`config.mk`:
```
export PLATFORM = sky130hd
export DESIGN_NAME = riscv_trap_and_reservation_unit_top
export DESIGN_NICKNAME = d
export VERILOG_FILES = /design/src/rtru_pkg.sv /design/src/riscv_trap_and_reservation_unit_top.sv
export SDC_FILE = /design/constraint.sdc
export NUM_CORES = 1
export LEC_CHECK = 0
export ABC_AREA = 0
export ABC_CLOCK_PERIOD_IN_PS = 5990
export BUFFER_PORTS_ARGS = -buffer_cell sky130_fd_sc_hd__buf_2
export CORE_MARGIN = 2
export CORE_UTILIZATION = 27
export CTS_CLUSTER_SIZE = 10
export DETAILED_ROUTE_END_ITERATION = 6
export PLACE_DENSITY = 0.4
export SYNTH_ARGS = -nofsm -noshare
export SYNTH_HDL_FRONTEND = slang
export SYNTH_SLANG_ARGS = --single-unit
```
`constraint.sdc`:
```
create_clock -name clk -period 5.99 [get_ports clk]
set_input_delay 0.8985 -clock clk [delete_from_list [all_inputs] [get_ports clk]]
set_output_delay 0.8985 -clock clk [all_outputs]
set_load 0.05 [all_outputs]
```
`src/rtru_pkg.sv`:
```
`timescale 1ns / 1ps
// ----------------------------------------------------------------------------
// rtru_pkg
// Types and constants for the RV32 trap, privilege and reservation unit.
// ----------------------------------------------------------------------------
package rtru_pkg;

    // Request codes; the two unused codes fall to a default arm.
    typedef enum logic [2:0] {
        REQ_TRAP    = 3'd0,
        REQ_RETURN  = 3'd1,
        REQ_EXT_IRQ = 3'd2,
        REQ_LR      = 3'd3,
        REQ_SC      = 3'd4,
        REQ_STORE   = 3'd5
    } req_type_t;

    // Configuration register indexes (byte address / 4).
    typedef enum logic [2:0] {
        CFG_MTVEC    = 3'd0,
        CFG_STVEC    = 3'd1,
        CFG_MEDELEG  = 3'd2,
        CFG_MIDELEG  = 3'd3,
        CFG_SEIE     = 3'd4
    } cfg_index_t;

    localparam logic [1:0] PRIV_USER    = 2'd0;
    localparam logic [1:0] PRIV_SUPER   = 2'd1;
    localparam logic [1:0] PRIV_MACHINE = 2'd3;

    localparam logic [31:0] EXT_IRQ_CAUSE = 32'h8000_0009;
    localparam logic [31:0] SRET_CLEAR    = 32'h0000_0122;
    localparam logic [31:0] MRET_CLEAR    = 32'h0000_1888;
    localparam logic [32:0] RESERVE_BYTES = 33'd4;

    // mstatus bit positions
    localparam int SIE_POS  = 1;
    localparam int MIE_POS  = 3;
    localparam int SPIE_POS = 5;
    localparam int MPIE_POS = 7;
    localparam int SPP_POS  = 8;
    localparam int MPP_LSB  = 11;

    localparam int PADDR_W = 5;

endpackage

```
`src/riscv_trap_and_reservation_unit_top.sv`:
```
`timescale 1ns / 1ps
// ----------------------------------------------------------------------------
// riscv_trap_and_reservation_unit_top
// RV32 trap / privilege unit with an LR/SC reservation and an APB config port.
// ----------------------------------------------------------------------------
// Each request transfer (trap, SRET/MRET, external interrupt, load-reserve,
// store-conditional, plain store) produces exactly one result transfer. A
// request is captured in an input register, evaluated against the
// architectural state (mode, mstatus, epc/cause/tval pairs, reservation,
// pending bit) by one level of combinational logic, and the result plus the
// new state are written together on the same edge. Result valid is set
// when the input register moves into the result register, which rsp_stall
// can hold off; throughput is one request per cycle while rsp_stall is
// low. A request waits in the input register while the result register is
// held by rsp_stall, so req_stall follows rsp_stall only when both stages
// are full.
// The configuration registers (trap vectors, delegation masks, external
// interrupt enable) sit at byte addresses 0, 4, 8, 12 and 16 and are meant
// to be written only while no request is in flight. There is no memory and
// no clearing pass after reset.
// ----------------------------------------------------------------------------
module riscv_trap_and_reservation_unit_top
    import rtru_pkg::*;
(
    input  logic                 clk,
    input  logic                 rst_n,

    // APB configuration port
    input  logic                 psel,
    input  logic                 penable,
    input  logic                 pwrite,
    input  logic [PADDR_W-1:0]   paddr,
    input  logic [31:0]          pwdata,
    output logic [31:0]          prdata,
    output logic                 pready,

    // request channel
    input  logic                 req_valid,
    output logic                 req_stall,
    input  logic [2:0]           req_type,
    input  logic [4:0]           cause_code,
    input  logic                 is_interrupt,
    input  logic [31:0]          trap_value,
    input  logic [31:0]          current_pc,
    input  logic                 return_to_machine,
    input  logic [31:0]          access_address,
    input  logic [3:0]           store_size,

    // result channel
    output logic                 rsp_valid,
    input  logic                 rsp_stall,
    output logic                 redirect,
    output logic [31:0]          next_pc,
    output logic [1:0]           privilege,
    output logic                 sc_success,
    output logic                 trap_to_supervisor,
    output logic [31:0]          status_word,
    output logic                 ext_irq_pending
);

    // ------------------------------------------------------------------
    // Configuration registers
    // ------------------------------------------------------------------
    logic [31:0] mtvec_reg;
    logic [31:0] stvec_reg;
    logic [31:0] medeleg_reg;
    logic [31:0] mideleg_reg;
    logic        seie_reg;
    logic        cfg_write;
    cfg_index_t  cfg_sel;

    assign pready    = 1'b1;
    assign cfg_write = psel && penable && pwrite && pready;
    assign cfg_sel   = cfg_index_t'(paddr[PADDR_W-1:2]);

    always_ff @(posedge clk or negedge rst_n)
    begin
        if (!rst_n)
        begin
            mtvec_reg   <= '0;
            stvec_reg   <= '0;
            medeleg_reg <= '0;
            mideleg_reg <= '0;
            seie_reg    <= 1'b0;
        end
        else if (cfg_write)
        begin
            case (cfg_sel)
                CFG_MTVEC:   mtvec_reg   <= pwdata;
                CFG_STVEC:   stvec_reg   <= pwdata;
                CFG_MEDELEG: medeleg_reg <= pwdata;
                CFG_MIDELEG: mideleg_reg <= pwdata;
                CFG_SEIE:    seie_reg    <= pwdata[0];
                default:     ;
            endcase
        end
    end

    always_comb
    begin
        case (cfg_sel)
            CFG_MTVEC:   prdata = mtvec_reg;
            CFG_STVEC:   prdata = stvec_reg;
            CFG_MEDELEG: prdata = medeleg_reg;
            CFG_MIDELEG: prdata = mideleg_reg;
            CFG_SEIE:    prdata = {31'd0, seie_reg};
            default:     prdata = '0;
        endcase
    end

    // ------------------------------------------------------------------
    // Handshake: input register -> result register
    // ------------------------------------------------------------------
    logic s1_valid_reg;
    logic advance;      // input register moves into the result register
    logic req_take;     // request transfer this cycle

    assign advance   = s1_valid_reg && (!rsp_valid || !rsp_stall);
    assign req_stall = s1_valid_reg && !advance;
    assign req_take  = req_valid && !req_stall;

    req_type_t   s1_req_reg;
    logic [4:0]  s1_cause_reg;
    logic        s1_intr_reg;
    logic [31:0] s1_tval_reg;
    logic [31:0] s1_pc_reg;
    logic        s1_ret_m_reg;
    logic [31:0] s1_addr_reg;
    logic [3:0]  s1_size_reg;

    always_ff @(posedge clk or negedge rst_n)
    begin
        if (!rst_n)
            s1_valid_reg <= 1'b0;
        else if (req_take)
            s1_valid_reg <= 1'b1;
        else if (advance)
            s1_valid_reg <= 1'b0;
    end

    always_ff @(posedge clk)
    begin
        if (req_take)
        begin
            s1_req_reg   <= req_type_t'(req_type);
            s1_cause_reg <= cause_code;
            s1_intr_reg  <= is_interrupt;
            s1_tval_reg  <= trap_value;
            s1_pc_reg    <= current_pc;
            s1_ret_m_reg <= return_to_machine;
            s1_addr_reg  <= access_address;
            s1_size_reg  <= store_size;
        end
    end

    // ------------------------------------------------------------------
    // Architectural state
    // ------------------------------------------------------------------
    logic [1:0]  priv_reg,    priv_next;
    logic [31:0] mstatus_reg, mstatus_next;
    logic [31:0] sepc_reg,    sepc_next;
    logic [31:0] scause_reg,  scause_next;
    logic [31:0] stval_reg,   stval_next;
    logic [31:0] mepc_reg,    mepc_next;
    logic [31:0] mcause_reg,  mcause_next;
    logic [31:0] mtval_reg,   mtval_next;
    logic [31:0] resv_addr_reg, resv_addr_next;
    logic        resv_valid_reg, resv_valid_next;
    logic        pending_reg, pending_next;

    // per-request results
    logic        redirect_next;
    logic [31:0] next_pc_next;
    logic        sc_ok_next;
    logic        to_sup_next;

    // trap entry temporaries
    logic        take_trap;
    logic [31:0] trap_cause;
    logic [31:0] trap_tval;
    logic        deleg;
    logic        irq_enabled;
    logic [32:0] st_end;
    logic [32:0] resv_end;
    logic        overlap;

    assign irq_enabled = (priv_reg != PRIV_MACHINE) && seie_reg &&
                         ((priv_reg == PRIV_USER) ||
                          ((priv_reg == PRIV_SUPER) && mstatus_reg[SIE_POS]));

    // no wrap: both ends are 33 bits wide
    assign st_end   = {1'b0, s1_addr_reg} + {29'd0, s1_size_reg};
    assign resv_end = {1'b0, resv_addr_reg} + RESERVE_BYTES;
    assign overlap  = ({1'b0, s1_addr_reg} < resv_end) &&
                      (st_end > {1'b0, resv_addr_reg});

    always_comb
    begin
        priv_next       = priv_reg;
        mstatus_next    = mstatus_reg;
        sepc_next       = sepc_reg;
        scause_next     = scause_reg;
        stval_next      = stval_reg;
        mepc_next       = mepc_reg;
        mcause_next     = mcause_reg;
        mtval_next      = mtval_reg;
        resv_addr_next  = resv_addr_reg;
        resv_valid_next = resv_valid_reg;
        pending_next    = pending_reg;
        redirect_next   = 1'b0;
        next_pc_next    = '0;
        sc_ok_next      = 1'b0;
        to_sup_next     = 1'b0;
        take_trap       = 1'b0;
        trap_cause      = '0;
        trap_tval       = '0;
        deleg           = 1'b0;

        case (s1_req_reg)
            REQ_TRAP:
            begin
                take_trap  = 1'b1;
                trap_cause = {s1_intr_reg, 26'd0, s1_cause_reg};
                trap_tval  = s1_tval_reg;
            end
            REQ_RETURN:
            begin
                redirect_next = 1'b1;
                if (s1_ret_m_reg)
                begin
                    next_pc_next          = mepc_reg;
                    priv_next             = mstatus_reg[MPP_LSB +: 2];
                    mstatus_next          = mstatus_reg & ~MRET_CLEAR;
                    mstatus_next[MIE_POS] = mstatus_reg[MPIE_POS];
                    mstatus_next[MPIE_POS] = 1'b1;
                end
                else
                begin
                    next_pc_next           = sepc_reg;
                    priv_next              = {1'b0, mstatus_reg[SPP_POS]};
                    mstatus_next           = mstatus_reg & ~SRET_CLEAR;
                    mstatus_next[SIE_POS]  = mstatus_reg[SPIE_POS];
                    mstatus_next[SPIE_POS] = 1'b1;
                end
            end
            REQ_EXT_IRQ:
            begin
                if (irq_enabled)
                begin
                    pending_next = 1'b1;
                    take_trap    = 1'b1;
                    trap_cause   = EXT_IRQ_CAUSE;
                end
            end
            REQ_LR:
            begin
                resv_addr_next  = s1_addr_reg;
                resv_valid_next = 1'b1;
            end
            REQ_SC:
            begin
                sc_ok_next      = resv_valid_reg && (resv_addr_reg == s1_addr_reg);
                resv_valid_next = 1'b0;
            end
            REQ_STORE:
            begin
                if (resv_valid_reg && overlap)
                    resv_valid_next = 1'b0;
            end
            default: ;
        endcase

        // trap entry; the request cases above leave status untouched here
        if (take_trap)
        begin
            resv_valid_next = 1'b0;
            redirect_next   = 1'b1;
            if (priv_reg == PRIV_USER || priv_reg == PRIV_SUPER)
                deleg = trap_cause[31] ? mideleg_reg[trap_cause[4:0]]
                                       : medeleg_reg[trap_cause[4:0]];
            to_sup_next = deleg;
            if (deleg)
            begin
                sepc_next              = s1_pc_reg;
                scause_next            = trap_cause;
                stval_next             = trap_tval;
                mstatus_next[SIE_POS]  = 1'b0;
                mstatus_next[SPIE_POS] = mstatus_reg[SIE_POS];
                mstatus_next[SPP_POS]  = priv_reg[0];
                priv_next              = PRIV_SUPER;
                next_pc_next           = {stvec_reg[31:2], 2'b00};
            end
            else
            begin
                mepc_next                    = s1_pc_reg;
                mcause_next                  = trap_cause;
                mtval_next                   = trap_tval;
                mstatus_next[MIE_POS]        = 1'b0;
                mstatus_next[MPIE_POS]       = mstatus_reg[MIE_POS];
                mstatus_next[MPP_LSB +: 2]   = priv_reg;
                priv_next                    = PRIV_MACHINE;
                next_pc_next                 = {mtvec_reg[31:2], 2'b00};
            end
        end
    end

    always_ff @(posedge clk or negedge rst_n)
    begin
        if (!rst_n)
        begin
            priv_reg       <= PRIV_MACHINE;
            mstatus_reg    <= '0;
            sepc_reg       <= '0;
            scause_reg     <= '0;
            stval_reg      <= '0;
            mepc_reg       <= '0;
            mcause_reg     <= '0;
            mtval_reg      <= '0;
            resv_addr_reg  <= '0;
            resv_valid_reg <= 1'b0;
            pending_reg    <= 1'b0;
        end
        else if (advance)
        begin
            priv_reg       <= priv_next;
            mstatus_reg    <= mstatus_next;
            sepc_reg       <= sepc_next;
            scause_reg     <= scause_next;
            stval_reg      <= stval_next;
            mepc_reg       <= mepc_next;
            mcause_reg     <= mcause_next;
            mtval_reg      <= mtval_next;
            resv_addr_reg  <= resv_addr_next;
            resv_valid_reg <= resv_valid_next;
            pending_reg    <= pending_next;
        end
    end

    // ------------------------------------------------------------------
    // Result register
    // ------------------------------------------------------------------
    logic        rsp_valid_reg;
    logic        redirect_reg;
    logic [31:0] next_pc_reg;
    logic [1:0]  privilege_reg;
    logic        sc_success_reg;
    logic        to_sup_reg;
    logic [31:0] status_reg;
    logic        irq_pend_reg;

    always_ff @(posedge clk or negedge rst_n)
    begin
        if (!rst_n)
            rsp_valid_reg <= 1'b0;
        else if (advance)
            rsp_valid_reg <= 1'b1;
        else if (!rsp_stall)
            rsp_valid_reg <= 1'b0;
    end

    always_ff @(posedge clk)
    begin
        if (advance)
        begin
            redirect_reg   <= redirect_next;
            next_pc_reg    <= next_pc_next;
            privilege_reg  <= priv_next;
            sc_success_reg <= sc_ok_next;
            to_sup_reg     <= to_sup_next;
            status_reg     <= mstatus_next;
            irq_pend_reg   <= pending_next;
        end
    end

    assign rsp_valid          = rsp_valid_reg;
    assign redirect           = redirect_reg;
    assign next_pc            = next_pc_reg;
    assign privilege          = privilege_reg;
    assign sc_success         = sc_success_reg;
    assign trap_to_supervisor = to_sup_reg;
    assign status_word        = status_reg;
    assign ext_irq_pending    = irq_pend_reg;

    // ------------------------------------------------------------------
    // Assertions
    // ------------------------------------------------------------------
    // no target is shown without a redirect
    a_no_target: assert property (@(posedge clk) disable iff (!rst_n)
        rsp_valid && !redirect |-> next_pc == '0)
        else $error("next_pc nonzero without redirect");

    // a delegated trap always lands in supervisor mode
    a_deleg_mode: assert property (@(posedge clk) disable iff (!rst_n)
        rsp_valid && trap_to_supervisor |-> privilege == PRIV_SUPER && redirect)
        else $error("delegated trap not in supervisor mode");

    // a successful store-conditional kills the reservation
    a_sc_clears: assert property (@(posedge clk) disable iff (!rst_n)
        advance && sc_ok_next |=> !resv_valid_reg)
        else $error("reservation survived store-conditional");

    // the pending bit is sticky until reset
    a_pending_sticky: assert property (@(posedge clk) disable iff (!rst_n)
        pending_reg |=> pending_reg)
        else $error("pending external interrupt bit cleared");

    // the mode register never holds the reserved encoding
    a_priv_legal: assert property (@(posedge clk) disable iff (!rst_n)
        priv_reg != 2'd2)
        else $error("illegal privilege mode");

endmodule
```
# After elaboration in Yosys (flattened, before gate mapping)
# Index checks and enable logic that the tools add are counted.
# W data, S select, Z words.
# totals
ff_bits	411
in_bits	154
word_cells	123
# classes
add_sub_neg	2
n_lt_le_gt_ge	3
n_eq_ne	14
n_mux	43
bitwise	1
reduce_logical	32
# ops
op	n
$mux W32	5
$pmux W32 S5	1
$pmux W32 S2	1
$add A32 B3 Y33 const B	1
$add A32 B4 Y33	1
$gt A33 B32 Y1	1
$lt A32 B33 Y1	1
$eq A32 B32 Y1	1
$mux W13	2
$mux W1	23
$mux W2	7
$eq A3 B2 Y1 const B	4
$reduce_and A2 Y1	6
$logic_and A1 B1 Y1	11
$bmux W1 S5	2
$eq A3 B3 Y1 const B	3
$reduce_and A3 Y1	3
$eq A3 B1 Y1 const B	2
$logic_not A3 Y1	2
$lt A5 B6 Y1 const B	1
$logic_not A1 Y1	4
$reduce_bool A4 Y1	1
$logic_or A1 B1 Y1	3
$ne A3 B3 Y1 const B	1
8 further kinds	8

# Longest topological paths before layout
# Gate-level depths: netlist (run 1).
# depth
ltp_word	13
depth_mapped	19
mapped_depth_nobuf	19

# Worst setup path after synthesis (run 1)
# OpenSTA, ideal clock, no wires.
# synth_path
kind	register -> register
start	register s1_addr_reg[0]
end	register resv_valid_reg
setup_ps	124
arrival_ps	3546
required_time_ps	5866
setup_slack_ps	2320
path_stages_with_launch	19
path_buffers	0
synth_period_minus_slack_ps	3670
cell_sequence	edfxtp_1 > ha_1 > inv_1 > fa_1 > nor2b_1 > o21a_1 > o211ai_1 > nor3_1 > and3_1 > and2_1 > nand4_1 > xnor2_1 > ha_1 > nand4_1 > nor4_1 > o21ai_0 > nand3_1 > a22oi_1 > o31a_1
# synth_via
elab_chain_cells	6
# synth_lines
item	line_no	rtl
start, declared	riscv_trap_and_reservation_unit_top.sv:128	logic [31:0] s1_addr_reg;
start signal, assigned	riscv_trap_and_reservation_unit_top.sv:151	s1_addr_reg <= access_address;
$add A32 B4 Y33	riscv_trap_and_reservation_unit_top.sv:192	assign st_end = {1'b0, s1_addr_reg} + {29'd0, s1_size_reg};
$gt A33 B32 Y1	riscv_trap_and_reservation_unit_top.sv:195	(st_end > {1'b0, resv_addr_reg});
$logic_and A1 B1 Y1 *	riscv_trap_and_reservation_unit_top.sv:194	assign overlap = ({1'b0, s1_addr_reg} < resv_end) &&
$logic_and A1 B1 Y1 *	riscv_trap_and_reservation_unit_top.sv:267	if (resv_valid_reg && overlap)
$ne A3 B3 Y1 (no source line) *	-	
$reduce_and A3 Y1 (no source line) *	-	
end signal, assigned	riscv_trap_and_reservation_unit_top.sv:334	resv_valid_reg <= resv_valid_next;
end, declared	riscv_trap_and_reservation_unit_top.sv:168	logic resv_valid_reg, resv_valid_next;
# Every way passes the cells marked *; elsewhere a longest branch is shown, timed or not.
# A chain may end at the register's enable or synchronous reset.

# Worst setup path in the final report (run 1)
# layout_path
start	register s1_req_reg[2]
end	register mepc_reg[2]
# layout_via
elab_chain_cells	9
# layout_lines
item	line_no	rtl
start, declared	riscv_trap_and_reservation_unit_top.sv:122	req_type_t s1_req_reg;
start signal, assigned	riscv_trap_and_reservation_unit_top.sv:145	s1_req_reg <= req_type_t'(req_type);
$eq A3 B2 Y1 or $logic_not A3 Y1 (tied branches)	riscv_trap_and_reservation_unit_top.sv:219	case (s1_req_reg)
$pmux W32 S2	riscv_trap_and_reservation_unit_top.sv:219	
$bmux W1 S5 (on tied branches)	riscv_trap_and_reservation_unit_top.sv:280, riscv_trap_and_reservation_unit_top.sv:279	
$mux W1 (on tied branches)	riscv_trap_and_reservation_unit_top.sv:280, riscv_trap_and_reservation_unit_top.sv:279	
$mux W1	riscv_trap_and_reservation_unit_top.sv:279	deleg = trap_cause[31] ? mideleg_reg[trap_cause[4:0]]
$mux W1	riscv_trap_and_reservation_unit_top.sv:278	if (priv_reg == PRIV_USER || priv_reg == PRIV_SUPER)
$mux W1	riscv_trap_and_reservation_unit_top.sv:274	if (take_trap)
$not A1 Y1 (no source line)	-	
$reduce_and A3 Y1 (no source line) *	-	
end signal, assigned	riscv_trap_and_reservation_unit_top.sv:330	mepc_reg <= mepc_next;
end, declared	riscv_trap_and_reservation_unit_top.sv:164	logic [31:0] mepc_reg, mepc_next;
# Every way passes the cells marked *; elsewhere a longest branch is shown, timed or not. The select of a mux whose other input is x is not followed.

==> metrics.csv, run 1 <==
stage;metric;value;unit
outcome;outcome;finished clean;
grt;overflow;0;
route;met1_length;27.57;mm
cts;cts_tree;yes;
placed_design;place_area;20220;sq um
cts;clk_pin_slew;0.06;ns
logic_synthesis;netlist_top_cells_area;dfrtp_1, edfxtp_1, mux2_2;
route;maxUsedRoutingLayer;met5;
power_and_ir_drop;peakVddDrop;0.0002217;V
cts;clk_latency;0.60;ns
cts;cts_root_buffer;clkbuf_16;
floorplan;initial_utilization;27.27;%
cts;htreeDepth;2;
cts;cts_num_sinks;361;
route;wl_met3;3.087;mm
sta;rsz0062_at_grt;no;
placed_design;port_buffers;198;
route;vias;12760;
sta;clock.fmax;208.0;MHz
sta;setup-tns-final;0;ns
logic_synthesis;yosysWarnings;0;
logic_synthesis;yosysTopAreaCellShare;32.19;%
logic_synthesis;synth_edf_count;123;
route;routed_wl;56.67;mm
logic_synthesis;syn_avg_cell_area;12.28;sq um
logic_synthesis;yosysMostFrequentCell;dfrtp_1;
cts;cts_made_buffers;47;
power_and_ir_drop;powerDensity;374.0;nW/um^2
sta;post-route-period-util;80.24;%
cells_and_area;syn_to_final_growth;18.31;%
placed_design;globalplace.congestion;0.8473;
cts;clockBufferDepth;3;
cells_and_area;drive_gt1_share;26.86;%
cts;post_cts_buffers;0;
critical_path;arrival;5.26;ns
route;post_drt_wl_per_cell;21.83;um
cts;cts.repair.resized;0;
critical_path;cp-end-kind;register;
hold_path;min_path_type;primary input to async pin;
logic_synthesis;async_flop_share;65.93;%
route;via_per_inst;4.915;
floorplan;dieHeight;264.7;um
floorplan;rows;95;
logic_synthesis;ys_types;57;
floorplan;die_w;264.7;um
logic_synthesis;synthTopCellsByCount;dfrtp_1, mux2_2, edfxtp_1, nor2_1, ha_1;
cells_and_area;final_nets;1905;
route;drtPass1Iterations;5;
critical_path;path_max_fanout;40;
cts;hold_buffers;0;
cells_and_area;num-fill-cells;6828;
logic_synthesis;ys.flop_type;dfrtp_1;
sta;finalCriticalPeriod;4.807;ns
logic_synthesis;synth_cells;1494;
job;drv_cap;0;
floorplan;core_area;67280;sq um
logic_synthesis;yosysSeqAreaShare;52.60;%
grt;track_usage;16.05;%
power_and_ir_drop;p_leak;9.402;nW
cells_and_area;fin_area;21710;sq um
logic_synthesis;synth_area;18350;sq um
placed_design;place_hpwl;38.84;mm
sta;slew-limit-headroom;23.35;%
route;drt_iter0_drc;747;
logic_synthesis;yosysTopAreaCell;dfrtp_1;
sta;max_slew.worst_pin.slew;1.150;ns
critical_path;cp-start-kind;register;
route;remaining_drc_errors;0;
floorplan;die_area;70060;sq um
grt;grt_pass1_vias;12870;
route;postRouteAntennaNets;0;
sta;hold_violations;0;
grt;grt_max_degree;130;
floorplan;io_pins;259;
sta;fin_skew;0.04728;ns
sta;slew_viol_final;0;
grt;grt_pass1_wl;84.89;mm
grt;antenna_found_initial;11;
sta;final-setup-viol-count;0;
logic_synthesis;synth_seq_cells;361;
route;met2WireLength;24.65;mm
critical_path;path_class;register to register;
critical_path;cp.required;6.44;ns
## per-stage QoR
stage / instances / setup slack (ns) / hold WS, ns / utilization [%] / total power, W
6_report: 2596 / 1.183 / 0.3412 / 32.27 / 0.008120
5_1_grt: 2595 / 0.7849 / 0.3737 / 32.26 / 0.008601
4_1_cts: 2593 / 1.240 / 0.4195 / 32.26 / 0.008252
3_5_place_dp: 2505 / 1.264 / 0.4396 / 30.05 / 0.005483
3_3_place_gp: 2505 / 1.240 / 0.4339 / 30.05 / 0.005435
2_1_floorplan: 1518 / 2.320 / 0.4204 / - / 0.004865
## worst max-delay path, cell delays in order (launching register included)
cell and delay (ns):
edfxtp_1 0.56, nand4bb_1 0.68, nor3_1 0.82, o21ai_0 0.29, a41oi_1 0.35, a221oi_2 0.07
o211ai_1 0.11, and3b_2 0.99, nand2_2 0.09, buf_4 0.30, mux2_1 0.36
## area by class of cell
| type | instances | area (sq um) | share of cell area [%] |
|---|---|---|---|
| clock buffer | 77 | 1380 | 6.357 |
| clock inverter | 11 | 101.3 | 0.4669 |
| multi-input combinational | 983 | 8034 | 37.01 |
| sequential | 361 | 9652 | 44.46 |
| timing repair buffer | 222 | 1194 | 5.499 |
| inverter | 66 | 247.7 | 1.141 |
| antenna | 3 | 7.507 | 0.03458 |
| tap | 873 | 1092 | 5.032 |
## cell usage in the layout, fill, tap and decap left out, types with 20 or more instances in the layout
cell	instances
a21o_1	23
a21oi_1	34
a221o_1	61
a22o_1	25
buf_2	197
buf_4	23
clkbuf_1	22
clkbuf_16	48
conb_1	26
dfrtp_1	236
edfxtp_1	123
ha_1	69
inv_1	65
mux2_1	60
mux2_2	150
mux2i_1	54
nand2_1	58
nand3_1	24
nand4_1	35
nor2_1	69
nor3_1	34
o21ai_0	45
xnor2_1	67
xor2_1	20
## final timing paths
check	cells after the start	start	slack (ns)	to
max	10	s1_req_reg[2]	1.18	mepc_reg[2]
min	1	rst_n	0.34	resv_addr_reg[14]
max reg2reg	10	s1_req_reg[2]	1.18	mepc_reg[2]
min reg2reg	1	pending_reg	0.45	pending_reg
max in group asynchronous	2	rst_n	4.30	sepc_reg[29]
min in group clk	1	pending_reg	0.45	pending_reg
## cell families (layout without fill, tap and decap cells)
group,count (synthesis),in the layout,synth area share (%)
flops,361,361,52.60
simple gates,282,282,7.542
mux,264,264,15.83
compound gates,254,254,10.60
buf+inv,174,376,4.419
xor+xnor,87,87,4.153
fa+ha+maj,70,70,4.814
other cells,2,29,0.04093
## power by group
| part | total [W] | switching (W) | internal, W |
|---|---|---|---|
| sequential | 0.00357 | 0.000440 | 0.00313 |
| combinational | 0.00185 | 0.00107 | 0.000787 |
| clock | 0.00270 | 0.00112 | 0.00158 |
| total | 0.00812 | 0.00263 | 0.00549 |
## per-layer routing
metal	vias to the layer above	global-route usage [%]
met3	89	3.391
li1	5905	-
met5	-	0
met1	6425	23.28
met2	328	24.22
met4	12	4.138
(Power assumes the default switching activity.)
==> inputs of run 2 (changes only) <==
--- a/config.mk
+++ b/config.mk
@@ -5,8 +5,8 @@
 export SDC_FILE = /design/constraint.sdc
 export NUM_CORES = 1
 export LEC_CHECK = 0
-export ABC_AREA = 0
-export ABC_CLOCK_PERIOD_IN_PS = 5990
+export ABC_AREA = 1
+export ABC_CLOCK_PERIOD_IN_PS = 4500
 export BUFFER_PORTS_ARGS = -buffer_cell sky130_fd_sc_hd__buf_2
 export CORE_MARGIN = 2
 export CORE_UTILIZATION = 27
==> constraint.sdc (replaced) <==
create_clock -name clk -period 4.5 [get_ports clk]
set_input_delay 0.675 -clock clk [delete_from_list [all_inputs] [get_ports clk]]
set_output_delay 0.675 -clock clk [all_outputs]
set_load 0.05 [all_outputs]
==> run 2 against run 1 <==
Compared with the run above:
- worst hold slack worse by 0.10 ns
- routed wire length rose by 10%
- sequential share of layout area down 0.75 points
- synthesized cell count increased by 40%
- fmax is 17% higher
- power rose by 38%
- highest routed layer is now met4
==> metrics.csv, run 2 <==
stage;metric;value;unit;change
critical_path;critPathSlowestCell;edfxtp_1;;was and3b_2
power_and_ir_drop;peakVddDrop;0.0002873;V;was 0.0002217 V
critical_path;path_class;register to register;;unchanged
logic_synthesis;syn_avg_cell_area;8.909;sq um;was 12.28 sq um
power_and_ir_drop;fin_total_pwr;0.01122;W;was 0.008120 W
logic_synthesis;yosysSeqAreaShare;51.74;%;was 52.60%
logic_synthesis;yosys.area_share.xor_xnor;3.521;%;was 4.153%
cells_and_area;final_common_cell;nand2_1;;was dfrtp_1
cts;clockBufferDepth;3;;unchanged
logic_synthesis;ys_types;54;;was 57
power_and_ir_drop;p_sw_share;34.90;%;was 32.36%
cts;cts_tree;yes;;unchanged
logic_synthesis;synth_top_family_by_area;simple AND/OR/NAND/NOR gates;;was multiplexers
logic_synthesis;synth-compound-area-share;11.13;%;was 10.60%
sta;clock.fmax;243.5;MHz;was 208.0 MHz
job;drv_cap;0;;unchanged
power_and_ir_drop;seqPwrFrac;42.4;%;was 43.9%
cells_and_area;drive_gt1_share;14.58;%;was 26.86%
sta;fin_skew;0.03824;ns;was 0.04728 ns
cells_and_area;num-fill-cells;7192;;was 6828
power_and_ir_drop;powerDensity;508.2;nW/um^2;was 374.0 nW/um^2
cts;clk_pin_slew;0.06;ns;about the same
critical_path;cpMostUsedCell;nand2_1;;
route;drt_iter0_drc;1165;;was 747
logic_synthesis;ys.flop_type;dfrtp_1;;unchanged
logic_synthesis;yosysTopAreaCell;dfrtp_1;;unchanged
logic_synthesis;synth_seq_cells;361;;unchanged
route;postRouteAntennaNets;0;;unchanged
logic_synthesis;netlist_top_cells_area;dfrtp_1, edfxtp_1, nand2_1;;was dfrtp_1, edfxtp_1, mux2_2
sta;hold_slack;0.2396;ns;was 0.3412 ns
power_and_ir_drop;clkPwrFrac;33.4;%;was 33.3%
floorplan;dieHeight;266.9;um;was 264.7 um
grt;grt_pass1_vias;15170;;was 12870
power_and_ir_drop;power_frac_comb;24.1;%;was 22.8%
route;via_per_inst;4.727;;was 4.915
logic_synthesis;synth_edf_count;123;;unchanged
logic_synthesis;async_flop_share;65.93;%;unchanged
sta;max_slew.worst_pin.slew;1.017;ns;was 1.150 ns
cts;cts_num_sinks;361;;unchanged
route;remaining_drc_errors;0;;unchanged
floorplan;initial_utilization;27.25;%;was 27.27%
floorplan;io_pins;259;;unchanged
grt;antenna_found_initial;2;;was 11
placed_design;place_area;20510;sq um;was 20220 sq um
cells_and_area;final_cell_mix;nand2_1, dfrtp_1, buf_2;;was dfrtp_1, buf_2, mux2_2
route;maxUsedRoutingLayer;met4;;was met5
logic_synthesis;synth-simple-area-share;20.99;%;was 7.542%
power_and_ir_drop;intPower;0.007306;W;was 0.005492 W
sta;hold_violations;0;;unchanged
grt;grt_max_degree;102;;was 130
route;vias;15100;;was 12760
cells_and_area;final_nets;2497;;was 1905
sta;finalCriticalPeriod;4.106;ns;was 4.807 ns
grt;grt_pass1_wl;93.78;mm;was 84.89 mm
placed_design;globalplace.congestion;0.8837;;was 0.8473
logic_synthesis;yosysMostFrequentCell;nand2_1;;was dfrtp_1
placed_design;port_buffers;198;;unchanged
route;post_drt_wl_per_cell;19.55;um;was 21.83 um
floorplan;rows;96;;was 95
logic_synthesis;yosysWarnings;0;;unchanged
floorplan;core_area;68470;sq um;was 67280 sq um
route;met1_length;28.46;mm;was 27.57 mm
sta;slew-limit-headroom;32.04;%;was 23.35%
cells_and_area;syn_to_final_growth;18.36;%;was 18.31%
floorplan;die_area;71210;sq um;was 70060 sq um
critical_path;cp-start-kind;register;;unchanged
grt;track_usage;17.42;%;was 16.05%
logic_synthesis;yosysTopAreaCellShare;31.66;%;was 32.19%
route;wl_met3;3.376;mm;was 3.087 mm
cts;clk_latency;0.61;ns;was 0.60 ns
logic_synthesis;synth_area;18660;sq um;was 18350 sq um
critical_path;path_buf_inv;4;;was 1
cells_and_area;fin_area;22080;sq um;was 21710 sq um
route;met2WireLength;29.07;mm;was 24.65 mm
critical_path;path_max_fanout;5;;was 40
critical_path;path_delay_family;simple AND/OR/NAND/NOR gates;;unchanged
cts;cts_root_buffer;clkbuf_16;;unchanged
logic_synthesis;synthTopCellsByCount;nand2_1, dfrtp_1, inv_1, o21ai_0, nand3_1;;was dfrtp_1, mux2_2, edfxtp_1, nor2_1, ha_1
logic_synthesis;synth-adder-area-share;4.735;%;was 4.814%
sta;post-route-period-util;91.25;%;was 80.24%
cts;cts_made_buffers;48;;was 47
sta;setup-tns-final;0;ns;unchanged
cts;cts.repair.resized;0;;unchanged
power_and_ir_drop;p_switching;0.003917;W;was 0.002628 W
outcome;outcome;finished clean;;unchanged
cts;htreeDepth;2;;unchanged
placed_design;place_hpwl;43.14;mm;was 38.84 mm
logic_synthesis;synthMuxAreaShare;0;%;was 15.83%
hold_path;min_path_type;primary input to register;;was primary input to async pin
critical_path;cp_slowest_stage_delay;0.44;ns;was 0.99 ns
critical_path;cp.required;4.98;ns;was 6.44 ns
sta;rsz0062_at_grt;no;;unchanged
sta;final-setup-viol-count;0;;unchanged
route;drtPass1Iterations;5;;unchanged
power_and_ir_drop;p_leak;10.06;nW;was 9.402 nW
route;routed_wl;62.46;mm;was 56.67 mm
grt;overflow;0;;unchanged
floorplan;die_w;266.9;um;was 264.7 um
logic_synthesis;synth_cells;2094;;was 1494
sta;slew_viol_final;0;;unchanged
critical_path;arrival;4.59;ns;was 5.26 ns
critical_path;cp-end-kind;register;;unchanged
==> run 2: changes by cell type after synthesis, sizes merged, moves of 21 or more <==
cell,change
mux2,-210
nand3,+156
xor2,+33
xnor2,-45
mux2i,-54
a21o,-21
a22o,-25
inv,+139
o21ai,+163
nand2,+493
a221o,-60
a22oi,+56
==> run 2: power by group through the flow <==
stage | combinational, W | sequential (W) | clock, W
final | 0.00271 | 0.00476 | 0.00375
after global placement | 0.00269 | 0.00479 | 0
after detailed placement | 0.00272 | 0.00481 | 0
after floorplan | 0.00187 | 0.00479 | 0
after global routing | 0.00306 | 0.00486 | 0.00402
after CTS | 0.00274 | 0.00476 | 0.00389
==> run 2: repair_timing <==
item                      CTS  global route
setup buffers               0             0
hold endpoints to repair   36             0
hold buffers                1             0
==> run 2: area by class of cell <==
cell class | instances | area, sq um | share of cell area (%)
clock inverters | 12 | 145.1 | 0.6573
inverters | 206 | 779.5 | 3.530
diodes | 1 | 2.502 | 0.01133
clock buffers | 77 | 1410 | 6.386
multi-input cells | 1422 | 7665 | 34.71
well taps | 882 | 1104 | 4.998
flip-flops and latches | 361 | 9652 | 43.71
repair buffers | 234 | 1324 | 5.995
==> run 2: final timing paths <==
kind | slack, ns | cells after the start | to | start
worst max-delay path | 0.39 | 25 | resv_valid_reg | s1_addr_reg[2]
worst min-delay path | 0.24 | 1 | s1_pc_reg[16] | current_pc[16]
worst max register to register | 0.39 | 25 | resv_valid_reg | s1_addr_reg[2]
worst min register to register | 0.45 | 2 | mepc_reg[14] | s1_pc_reg[14]
max in group asynchronous | 2.77 | 3 | mepc_reg[28] | rst_n
min in group asynchronous | 0.56 | 2 | mtvec_reg[5] | rst_n
==> run 2: per-stage QoR <==
step	util, %	setup slack, ns	std cells
global route	32.25	0.06533	3194
floorplan	-	1.001	2118
detailed placement	29.96	0.4294	3104
finish	32.25	0.3938	3195
global placement	29.96	0.3822	3104
CTS	32.25	0.4291	3194
==> run 2: cell families after synthesis <==
family                     Yosys count
other                                2
xor gates and xnor gates            75
buffers and inverters              335
DFF                                361
and+or+nand+nor                    895
adders and majority gates           70
AOI/OAI and AO/OA                  356
==> run 2: layer usage <==
metal	GRT usage, %	vias up
li1	-	7374
met1	23.77	7245
met2	28.40	409
met3	2.722	76
met4	5.178	0
met5	0	-
